File: src/rtl/core/rsv_pkg.sv
package rsv_pkg;

	localparam int CH_W  = 8;
	localparam int HUE_W = 9;
	localparam int PCT_W = 7;

	localparam int DIV_QW = 9;
	localparam int DIV_VW = 8;
	localparam int DIV_RW = DIV_VW + DIV_QW;

	typedef enum logic [1:0] {
		SEC_RED,
		SEC_GREEN,
		SEC_BLUE
	} sector_t;

	typedef struct packed {
		logic [DIV_RW-1:0] rem;
		logic [DIV_VW-1:0] den;
		logic [DIV_QW-1:0] quo;
	} div_lane_t;

endpackage

File: src/rtl/core/rsv_div.sv
module rsv_div (
	input  logic                      clk,
	input  logic                      arst_n,
	input  logic                      in_valid,
	input  logic [rsv_pkg::DIV_RW-1:0] hue_num,
	input  logic [rsv_pkg::DIV_VW-1:0] hue_den,
	input  logic [rsv_pkg::DIV_RW-1:0] sat_num,
	input  logic [rsv_pkg::DIV_VW-1:0] sat_den,
	input  logic [rsv_pkg::PCT_W-1:0]  val_in,
	output logic                      out_valid,
	output logic [rsv_pkg::DIV_QW-1:0] hue_q,
	output logic [rsv_pkg::DIV_QW-1:0] sat_q,
	output logic [rsv_pkg::PCT_W-1:0]  val_out
);
	import rsv_pkg::*;

	logic             vld_s    [DIV_QW+1];
	div_lane_t        hue_s    [DIV_QW+1];
	div_lane_t        sat_s    [DIV_QW+1];
	logic [PCT_W-1:0] val_s    [DIV_QW+1];

	assign vld_s[0] = in_valid;
	assign hue_s[0] = '{rem: hue_num, den: hue_den, quo: '0};
	assign sat_s[0] = '{rem: sat_num, den: sat_den, quo: '0};
	assign val_s[0] = val_in;

	// one quotient bit per stage, msb first
	for (genvar k = 0; k < DIV_QW; k++) begin : g_stage
		localparam int SH = DIV_QW - 1 - k;
		logic [DIV_RW-1:0] htrial;
		logic [DIV_RW-1:0] strial;
		logic              hge;
		logic              sge;
		div_lane_t         hnext;
		div_lane_t         snext;

		always_comb begin
			htrial = DIV_RW'(hue_s[k].den) << SH;
			strial = DIV_RW'(sat_s[k].den) << SH;
			hge    = hue_s[k].rem >= htrial;
			sge    = sat_s[k].rem >= strial;
			hnext  = hue_s[k];
			snext  = sat_s[k];
			if (hge) begin
				hnext.rem = hue_s[k].rem - htrial;
			end
			if (sge) begin
				snext.rem = sat_s[k].rem - strial;
			end
			hnext.quo[SH] = hge;
			snext.quo[SH] = sge;
		end

		always_ff @(posedge clk or negedge arst_n) begin
			if (!arst_n) begin
				vld_s[k+1] <= 1'b0;
			end else begin
				vld_s[k+1] <= vld_s[k];
			end
		end

		always_ff @(posedge clk) begin
			hue_s[k+1] <= hnext;
			sat_s[k+1] <= snext;
			val_s[k+1] <= val_s[k];
		end
	end

	// zero divisor: gray pixel for hue, black pixel for saturation
	assign out_valid = vld_s[DIV_QW];
	assign hue_q     = (hue_s[DIV_QW].den == '0) ? '0 : hue_s[DIV_QW].quo;
	assign sat_q     = (sat_s[DIV_QW].den == '0) ? '0 : sat_s[DIV_QW].quo;
	assign val_out   = val_s[DIV_QW];

endmodule

File: src/rtl/core/rgb_to_hsv_converter_unit.sv
// Channel   Ports                          Handshake
// request   red_in, green_in, blue_in      start, busy (busy is always low)
// result    hue_deg, sat_pct, val_pct      done, one cycle, no backpressure
//
// One pixel per clock through two front stages (max/min/sector,
// then numerators and value) and nine divider stages, one quotient bit each.
// arst_n clears the valid bits only; payload registers are not reset.
// The result side cannot stall, so the pipeline never holds and busy stays low.
module rgb_to_hsv_converter_unit (
	input  logic                      clk,
	input  logic                      arst_n,
	input  logic                      start,
	output logic                      busy,
	input  logic [rsv_pkg::CH_W-1:0]  red_in,
	input  logic [rsv_pkg::CH_W-1:0]  green_in,
	input  logic [rsv_pkg::CH_W-1:0]  blue_in,
	output logic                      done,
	output logic [rsv_pkg::HUE_W-1:0] hue_deg,
	output logic [rsv_pkg::PCT_W-1:0] sat_pct,
	output logic [rsv_pkg::PCT_W-1:0] val_pct
);
	import rsv_pkg::*;

	localparam int LAT = 2 + DIV_QW;

	assign busy = 1'b0;

	// stage 1: max, min, sector, signed difference
	logic              blue_max;
	logic              green_max;
	sector_t           sec;
	logic [CH_W-1:0]   mx;
	logic [CH_W-1:0]   mn;
	logic signed [8:0] num;

	always_comb begin
		blue_max  = (blue_in >= red_in) && (blue_in >= green_in);
		green_max = (green_in >= red_in);
		if (blue_max) begin
			sec = SEC_BLUE;
			mx  = blue_in;
			num = $signed({1'b0, red_in}) - $signed({1'b0, green_in});
		end else if (green_max) begin
			sec = SEC_GREEN;
			mx  = green_in;
			num = $signed({1'b0, blue_in}) - $signed({1'b0, red_in});
		end else begin
			sec = SEC_RED;
			mx  = red_in;
			num = $signed({1'b0, green_in}) - $signed({1'b0, blue_in});
		end
		mn = red_in;
		if (green_in < mn) begin
			mn = green_in;
		end
		if (blue_in < mn) begin
			mn = blue_in;
		end
	end

	logic              vld_s1;
	sector_t           sec_s1;
	logic [CH_W-1:0]   mx_s1;
	logic [CH_W-1:0]   mn_s1;
	logic signed [8:0] num_s1;

	always_ff @(posedge clk or negedge arst_n) begin
		if (!arst_n) begin
			vld_s1 <= 1'b0;
		end else begin
			vld_s1 <= start && !busy;
		end
	end

	always_ff @(posedge clk) begin
		sec_s1 <= sec;
		mx_s1  <= mx;
		mn_s1  <= mn;
		num_s1 <= num;
	end

	// stage 2: hue numerator 60*num + off*d, saturation numerator, value
	logic [CH_W-1:0]    d;
	logic [8:0]         off;
	logic [16:0]        off_d;
	logic signed [17:0] num60;
	logic signed [17:0] hue_n;
	logic [14:0]        mx100;
	logic [15:0]        val_sum;

	always_comb begin
		d = mx_s1 - mn_s1;
		case (sec_s1)
			SEC_BLUE:  off = 9'd240;
			SEC_GREEN: off = 9'd120;
			SEC_RED:   off = num_s1[8] ? 9'd360 : 9'd0;
			default:   off = 9'd0;
		endcase
		off_d   = 17'(off) * 17'(d);
		num60   = num_s1 * 18'sd60;
		hue_n   = num60 + $signed({1'b0, off_d});
		mx100   = 15'(mx_s1) * 15'd100;
		// floor(x/255) for x below 32640, where the quotient fits in 7 bits
		val_sum = 16'(mx100) + 16'd1 + 16'(mx100[14:8]);
	end

	logic               vld_s2;
	logic [DIV_RW-1:0]  hue_num_s2;
	logic [DIV_VW-1:0]  hue_den_s2;
	logic [DIV_RW-1:0]  sat_num_s2;
	logic [DIV_VW-1:0]  sat_den_s2;
	logic [PCT_W-1:0]   val_s2;

	always_ff @(posedge clk or negedge arst_n) begin
		if (!arst_n) begin
			vld_s2 <= 1'b0;
		end else begin
			vld_s2 <= vld_s1;
		end
	end

	always_ff @(posedge clk) begin
		hue_num_s2 <= hue_n[DIV_RW-1:0];
		hue_den_s2 <= d;
		sat_num_s2 <= DIV_RW'(15'(d) * 15'd100);
		sat_den_s2 <= mx_s1;
		val_s2     <= val_sum[14:8];
	end

	logic [DIV_QW-1:0] hue_q;
	logic [DIV_QW-1:0] sat_q;

	rsv_div u_div (
		.clk       (clk),
		.arst_n    (arst_n),
		.in_valid  (vld_s2),
		.hue_num   (hue_num_s2),
		.hue_den   (hue_den_s2),
		.sat_num   (sat_num_s2),
		.sat_den   (sat_den_s2),
		.val_in    (val_s2),
		.out_valid (done),
		.hue_q     (hue_q),
		.sat_q     (sat_q),
		.val_out   (val_pct)
	);

	assign hue_deg = hue_q[HUE_W-1:0];
	assign sat_pct = sat_q[PCT_W-1:0];

	a_done_lat: assert property (@(posedge clk) disable iff (!arst_n)
		done |-> $past(start && !busy, LAT))
		else $error("result without request");

	a_hue_rng: assert property (@(posedge clk) disable iff (!arst_n)
		done |-> (hue_deg < 9'd360) && (sat_q[DIV_QW-1:PCT_W] == '0))
		else $error("hue or saturation quotient out of range");

	a_pct_rng: assert property (@(posedge clk) disable iff (!arst_n)
		done |-> (sat_pct <= 7'd100) && (val_pct <= 7'd100))
		else $error("percent out of range");

endmodule

File: config.mk
export PLATFORM = sky130hd
export DESIGN_NAME = rgb_to_hsv_converter_unit
export DESIGN_NICKNAME = d
export VERILOG_FILES = /design/src/rtl/core/rsv_pkg.sv /design/src/rtl/core/rsv_div.sv /design/src/rtl/core/rgb_to_hsv_converter_unit.sv
export SDC_FILE = /design/constraint.sdc
export NUM_CORES = 1
export LEC_CHECK = 0
export BUFFER_PORTS_ARGS = -buffer_cell sky130_fd_sc_hd__buf_2
export CAP_MARGIN = 15
export CELL_PAD_IN_SITES_DETAIL_PLACEMENT = 2
export CELL_PAD_IN_SITES_GLOBAL_PLACEMENT = 2
export CORE_MARGIN = 10
export CORE_UTILIZATION = 42
export DETAILED_ROUTE_END_ITERATION = 10
export PLACE_DENSITY = 0.91
export SLEW_MARGIN = 20
export SYNTH_ARGS = -nofsm -noshare
export SYNTH_HDL_FRONTEND = slang
export SYNTH_SLANG_ARGS = --single-unit
File: constraint.sdc
create_clock -name clk -period 7.55 [get_ports clk]
set_clock_uncertainty 0.15 [all_clocks]
set_input_delay 0.755 -clock clk [delete_from_list [all_inputs] [get_ports clk]]
set_output_delay 0.755 -clock clk [all_outputs]
set_load 0.02 [all_outputs]
* Word level (Yosys, flattened, before mapping)
Cells that the tools add are included.
W data, S select, Z words.
** Word-level totals
- Word-level logic and storage cells :: 164
- Output and inout bits :: 25
- Register bits :: 643
- Input port bits :: 27
** Operators by class
- Reductions and logical operators :: 4
- Magnitude comparators :: 23
- Multipliers :: 4
- Add/sub/neg operators :: 23
- Multiplexer cells :: 27
- Equal/unequal tests :: 2
** Operator list (number)
- $mux W17 :: 15
- $mux W9 :: 4
- $ge A17 B10 Y1 :: 2
- $ge A17 B11 Y1 :: 2
- $ge A17 B12 Y1 :: 2
- $ge A17 B13 Y1 :: 2
- $ge A17 B14 Y1 :: 2
- $ge A17 B15 Y1 :: 2
- $ge A17 B8 Y1 :: 2
- $ge A17 B9 Y1 :: 2
- $sub A17 B10 Y17 :: 2
- $sub A17 B11 Y17 :: 2
- $sub A17 B12 Y17 :: 2
- $sub A17 B13 Y17 :: 2
- $sub A17 B14 Y17 :: 2
- $sub A17 B15 Y17 :: 2
- $sub A17 B9 Y17 :: 2
- $mux W8 :: 4
- $pmux W9 S3 :: 1
- $sub A8 B8 Y9 :: 3
- $mul A8 B5 Y13 const B :: 2
- $ge A8 B8 Y1 :: 3
- $add A16 B17 Y17 :: 1
- $ge A17 B16 Y1 :: 1
- 17 further kinds :: 19

* Depth between registers and ports, before layout
- Word-level depth :: 4
- Gate-level depth with buffers :: 28
- Mapped depth without buffers :: 28

* Modules after synthesis
Synthesis repeated with hierarchy kept, for this count alone.
** Second synthesis, totals
- Cell total of the unflattened synthesis :: 2985
- Area, all modules :: 29919.9 um^2
** Modules (own cells, without submodules)
- rsv_div :: cells each 2019, area each 21428.1 um^2, seq. area each 11616.1 um^2, instances 1
- rgb_to_hsv_converter_unit :: cells each 966, area each 8491.9 um^2, seq. area each 1551.5 um^2, instances 1

* Worst setup path before layout
OpenSTA, ideal clock, no wires.
- Path kind :: register -> register
- From :: reg num_s1[1]
- To :: reg hue_num_s2[16]
- Clock period less this slack :: 6023 ps
- Data required time :: 7270 ps
- Library setup time :: 130 ps
- Buffers on the path :: 0
- Stages on the path, launching flop included :: 27
- Data arrival time :: 5743 ps
- Slack :: 1527 ps
- Path through :: dfxtp_1 ha_1 xor2_1 ha_1 inv_1 fa_1 inv_1 ha_1 nor2b_1 o21ai_0 nand2b_1 xnor2_1 fa_1 inv_1 fa_1 ha_1 inv_1 fa_1 inv_1 ha_1 nor2b_1 o31a_1 o211a_1 o21ai_0 nand2b_1 a21oi_1 xnor3_1
** On the way
- Longest elaborated chain between the ends :: 2
** Ends and longest elaborated chain
- start, declared :: RTL line rgb_to_hsv_converter_unit.sv:65 : logic signed [8:0] num_s1;
- start signal, assigned :: RTL line rgb_to_hsv_converter_unit.sv:79 : num_s1 <= num;
- $mul A9 B5 Y14 :: RTL line rgb_to_hsv_converter_unit.sv:100 : num60 = num_s1 * 18'sd60;
- $add A16 B17 Y17 :: RTL line rgb_to_hsv_converter_unit.sv:101 : hue_n = num60 + $signed({1'b0, off_d});
- net hue_n[16] :: RTL line rgb_to_hsv_converter_unit.sv:87 : logic signed [17:0] hue_n;
- end signal, assigned :: RTL line rgb_to_hsv_converter_unit.sv:123 : hue_num_s2 <= hue_n[DIV_RW-1:0];
- end, declared :: RTL line rgb_to_hsv_converter_unit.sv:108 : logic [DIV_RW-1:0] hue_num_s2;
The timed path passes the listed nets, and every way through them passes these cells.
A chain may end at the register's enable or synchronous reset.

* Worst setup path in the final report
Ends and elaborated chain as after synthesis.

==> flow_summary.html <==
<table>
<tr><th>Metric</th><th>Value</th></tr>
<tr><th colspan="2">Detailed routing</th></tr>
<tr><td>Avg WL per Cell</td><td>22.4 um</td></tr>
<tr><td>Post-detailed-routing wire length</td><td>84,800 um</td></tr>
<tr><td>DRC violation count after routing</td><td>0</td></tr>
<tr><td>Violation count after the first detailed-route iteration</td><td>728</td></tr>
<tr><td>Number of vias per cell</td><td>5.37</td></tr>
<tr><td>Residual antenna-violating net count after detailed routing</td><td>0</td></tr>
<tr><td>Count of vias placed by the detailed router</td><td>20,300</td></tr>
<tr><td>Number of iterations in the first detailed-routing pass</td><td>4</td></tr>
<tr><th colspan="2">Run</th></tr>
<tr><td>Max-cap violations</td><td>0</td></tr>
<tr><th colspan="2">Clock tree</th></tr>
<tr><td>H-tree Lvls</td><td>3</td></tr>
<tr><td>Cts hold-fix bufs</td><td>1</td></tr>
<tr><td>Clk buf depth</td><td>3</td></tr>
<tr><td>Cts repair resizes</td><td>0</td></tr>
<tr><td>Clock-pin slew reported for the worst setup and hold paths after clock tree synthesis</td><td>0.06 ns</td></tr>
<tr><td>Number of setup buffers added after CTS</td><td>0</td></tr>
<tr><td>Total clock sinks</td><td>593</td></tr>
<tr><td>CTS Root Buffer Type</td><td>clkbuf_16</td></tr>
<tr><td>Clock insertion delay at the later pin of the skew report</td><td>0.62 ns</td></tr>
<tr><td>TritonCTS buffer count</td><td>66</td></tr>
<tr><td>TritonCTS clock tree</td><td>yes</td></tr>
<tr><th colspan="2">Floorplan</th></tr>
<tr><td>Area of the core</td><td>65,500 um^2</td></tr>
<tr><td>Starting Density</td><td>42.3%</td></tr>
<tr><td>Area of the die</td><td>76,600 um^2</td></tr>
<tr><td>Vertical die dimension</td><td>277 um</td></tr>
<tr><td>Horizontal extent of the die</td><td>277 um</td></tr>
<tr><td>Floorplan row count</td><td>94</td></tr>
<tr><td>Boundary Pins</td><td>52</td></tr>
<tr><th colspan="2">Place</th></tr>
<tr><td>Final HPWL from detailed placement</td><td>58,700 um</td></tr>
<tr><td>Placer Congestion</td><td>0.864</td></tr>
<tr><td>Placed standard-cell area</td><td>28,900 um^2</td></tr>
<tr><td>Pre-CTS WS</td><td>0.777 ns</td></tr>
<tr><td>Port Buffers</td><td>50</td></tr>
<tr><th colspan="2">Final layout</th></tr>
<tr><td>Area of combinational cells with multiple inputs</td><td>14,300 um^2</td></tr>
<tr><td>Final net count</td><td>3,268</td></tr>
<tr><td>Layout Area Growth over Synthesis</td><td>13.0%</td></tr>
<tr><td>Area of all sequential standard cells</td><td>11,900 um^2</td></tr>
<tr><td>Cell area after layout</td><td>31,300 um^2</td></tr>
<tr><td>Share of final-layout standard cells stronger than drive strength 1</td><td>8.49%</td></tr>
<tr><td>Filler cell count in the final layout</td><td>6,754</td></tr>
<tr><th colspan="2">Timing</th></tr>
<tr><td>Transition at the pin with the smallest max-transition slack</td><td>1.01 ns</td></tr>
<tr><td>Fmax</td><td>0.149 GHz</td></tr>
<tr><td>Period Utilization, post-route</td><td>88.9%</td></tr>
<tr><td>Number of pins with negative max-slew slack in the final report</td><td>0</td></tr>
<tr><td>Max-slew headroom at the worst pin</td><td>30.8%</td></tr>
<tr><td>Worst hold slack</td><td>0.111 ns</td></tr>
<tr><td>Setup Viol. Count Final</td><td>0</td></tr>
<tr><td>Setup repair after global routing missed its margin</td><td>no</td></tr>
<tr><td>Number of hold violations in the final report</td><td>0</td></tr>
<tr><td>Final worst slack</td><td>0.835 ns</td></tr>
<tr><td>Final min period</td><td>6.72 ns</td></tr>
<tr><td>Total negative slack for setup checks</td><td>0 ns</td></tr>
<tr><th colspan="2">Yosys</th></tr>
<tr><td>Sequential share of the synthesized area</td><td>43.1%</td></tr>
<tr><td>Net count after synthesis</td><td>3,182</td></tr>
<tr><td>Flip-flop and latch count after synthesis</td><td>593</td></tr>
<tr><td>Number of enable flip-flop cells after synthesis</td><td>0</td></tr>
<tr><td>Average cell area after synthesis</td><td>9.95 um^2</td></tr>
<tr><td>Post-synthesis instance total</td><td>2,782</td></tr>
<tr><td>Number of different library cells in the post-synthesis netlist</td><td>75</td></tr>
<tr><td>Netlist Area Pre-Place</td><td>27,700 um^2</td></tr>
<tr><td>Prevailing post-synth register cell</td><td>dfxtp_1</td></tr>
<tr><td>Number of warnings issued by yosys</td><td>0</td></tr>
<tr><td>Share of async-settable or async-resettable flops after synthesis</td><td>1.85%</td></tr>
<tr><th colspan="2">Hold path</th></tr>
<tr><td>Count of cells along the worst hold path</td><td>1</td></tr>
<tr><td>Hold wc startpoint</td><td>start</td></tr>
<tr><td>Type of the tightest min-delay check</td><td>in -&gt; reg</td></tr>
<tr><th colspan="2">Global route</th></tr>
<tr><td>Global-route wire length before repair</td><td>136,000 um</td></tr>
<tr><td>Maximum number of pins on one net before global-route repair</td><td>30</td></tr>
<tr><td>Number of antenna violations at the first check in global routing</td><td>1</td></tr>
<tr><td>Total overflow reported by the global router</td><td>0</td></tr>
<tr><td>Vias in the first global route</td><td>24,400</td></tr>
<tr><td>Total global routing track utilization</td><td>21.9%</td></tr>
<tr><th colspan="2">Critical path</th></tr>
<tr><td>Category of the worst setup path launch point</td><td>register</td></tr>
<tr><td>Required time at the worst-slack endpoint</td><td>7.89 ns</td></tr>
<tr><td>Worst setup path start</td><td>num_s1[1]$_DFF_P_</td></tr>
<tr><td>R2r startpoint</td><td>num_s1[1]$_DFF_P_</td></tr>
<tr><td>Capturing element type of the critical path</td><td>register</td></tr>
<tr><td>Number of cells on the worst reg-to-reg path</td><td>26</td></tr>
<tr><td>Type of the worst setup path</td><td>reg -&gt; reg</td></tr>
<tr><td>CP max FO</td><td>4</td></tr>
<tr><td>Signal arrival time at the worst endpoint</td><td>7.05 ns</td></tr>
<tr><th colspan="2">Outcome</th></tr>
<tr><td>Status</td><td>complete, no violations</td></tr>
</table>
area by class of cell:
cell class / instances / area share [%]
Multi-Input combinational cell: 1794 / 45.6
Antenna cell: 1 / 0.00800
Timing Repair Buffer: 57 / 0.976
Inverter: 356 / 4.27
Tap cell: 864 / 3.46
Clock buffer: 83 / 5.88
Clock inverter: 38 / 1.72
Sequential cell: 593 / 38.1
worst max-delay path, stage by stage, from the launching register on:
cell	delay, ns
dfxtp_1	0.34
ha_1	0.33
xor2_1	0.16
ha_1	0.28
inv_1	0.06
fa_1	0.52
inv_1	0.06
ha_1	0.34
nand4_1	0.14
a21boi_0	0.29
nand2_1	0.09
nand2_1	0.08
xor2_1	0.17
ha_1	0.27
fa_1	0.52
inv_1	0.06
fa_1	0.46
fa_1	0.58
inv_1	0.06
ha_1	0.35
o21a_1	0.22
o31a_1	0.15
o211a_1	0.25
o21ai_0	0.16
nand2b_1	0.08
a21oi_1	0.16
xnor3_1	0.24
routing by layer:
layer	track usage (%)	up-vias	part of all wire, %
met5	0	-	0
met4	12.0	0	5.3
met3	2.98	255	2.6
met2	44.2	377	56
met1	20.7	10100	36
li1	-	9567	-
cell usage in the layout, fill, tap and decap left out, types with 11 or more instances in the layout:
cell type,synthesis,final
inv_1,356,356
and2_1,32,32
fa_1,73,73
bufinv_16,0,11
clkbuf_16,0,68
nand2b_1,44,44
a211oi_1,15,15
nor4_1,24,24
mux2_2,56,56
or3_1,27,27
ha_1,300,300
o31ai_1,17,17
a31oi_1,12,12
nor2b_1,58,57
xnor2_1,116,116
buf_2,1,50
xor2_1,67,67
dfrtp_1,11,11
o21a_1,43,43
nand4_1,24,24
o21ai_0,130,130
nand2_1,134,134
a21o_1,30,30
nand3_1,23,23
mux2i_1,46,46
dfxtp_1,582,582
nor3_1,52,52
o31a_1,11,11
a21oi_1,149,149
nor2_1,172,172
or4_1,19,19
Yosys cell counts, drive strengths merged (12+ instances only):
| cell | number | area share [%] |
|---|---|---|
| o31ai | 17 | 0.46 |
| fa | 73 | 5.3 |
| nand3 | 23 | 0.42 |
| nor2b | 58 | 1.3 |
| nand2b | 44 | 0.99 |
| nand4 | 24 | 0.54 |
| nor4 | 24 | 0.54 |
| mux2 | 56 | 2.3 |
| xor2 | 67 | 2.1 |
| a21oi | 149 | 2.7 |
| clkbuf | 28 | 0.38 |
| or3 | 28 | 0.65 |
| nor3 | 53 | 0.98 |
| xnor2 | 116 | 3.7 |
| a21o | 30 | 0.81 |
| nor2 | 172 | 2.3 |
| or4 | 20 | 0.56 |
| inv | 356 | 4.8 |
| o21a | 43 | 1.2 |
| a211oi | 15 | 0.41 |
| mux2i | 46 | 1.7 |
| a31oi | 12 | 0.27 |
| nand2 | 134 | 1.8 |
| ha | 300 | 14 |
| dfxtp | 582 | 42 |
| o21ai | 136 | 2.5 |
| and2 | 32 | 0.72 |
metrics by stage:
stage | cells | util [%]
finish | 3786 | 47.8
global route | 3785 | 47.7
CTS | 3785 | 47.7
detailed placement | 3663 | 44.1
global placement | 3663 | 44.1
floorplan | 2782 | -
path summary, 6_finish.rpt:
path | slack (ns) | endpoint
worst max register to register | 0.83 | hue_num_s2[16]$_DFF_P_
worst min register to register | 0.17 | u_div.g_stage[6].hnext[6]$_DFF_P_
worst min-delay path | 0.11 | vld_s1$_DFF_PN0_
worst max-delay path | 0.83 | hue_num_s2[16]$_DFF_P_
min in group asynchronous | 0.41 | u_div.vld_s[5]$_DFF_PN0_
max in group asynchronous | 6.63 | u_div.vld_s[8]$_DFF_PN0_
logic make-up (layout without fill, tap and decap cells):
family | after synthesis | after routing | share of synthesized area (%)
other | 1 | 2 | 0.0135
muxes | 102 | 102 | 3.94
and+or+nand+nor | 650 | 650 | 11.9
xor gates and xnor gates | 185 | 185 | 5.96
DFF | 593 | 593 | 43.1
AOI/OAI and AO/OA | 483 | 483 | 10.8
adders and majority gates | 373 | 373 | 18.8
buffers and inverters | 395 | 534 | 5.50
registers in the layout (all words and copies together), names as in the netlist, 2 cells and up:
name and count:
sec_s1 2, u_div.sat_s 121, u_div.val_out 7, hue_den_s2 8, u_div.vld_s 8, sat_num_s2 10, val_s2 7, mx_s1 8
num_s1 9, u_div.val_s 56, u_div.hue_s 138, mn_s1 8, u_div.g_stage.snext 85, sat_den_s2 8, u_div.g_stage.hnext 100, hue_num_s2 15
Power is not shown: default switching activity piles up to over one toggle a cycle in this logic, so the estimate is an artifact.
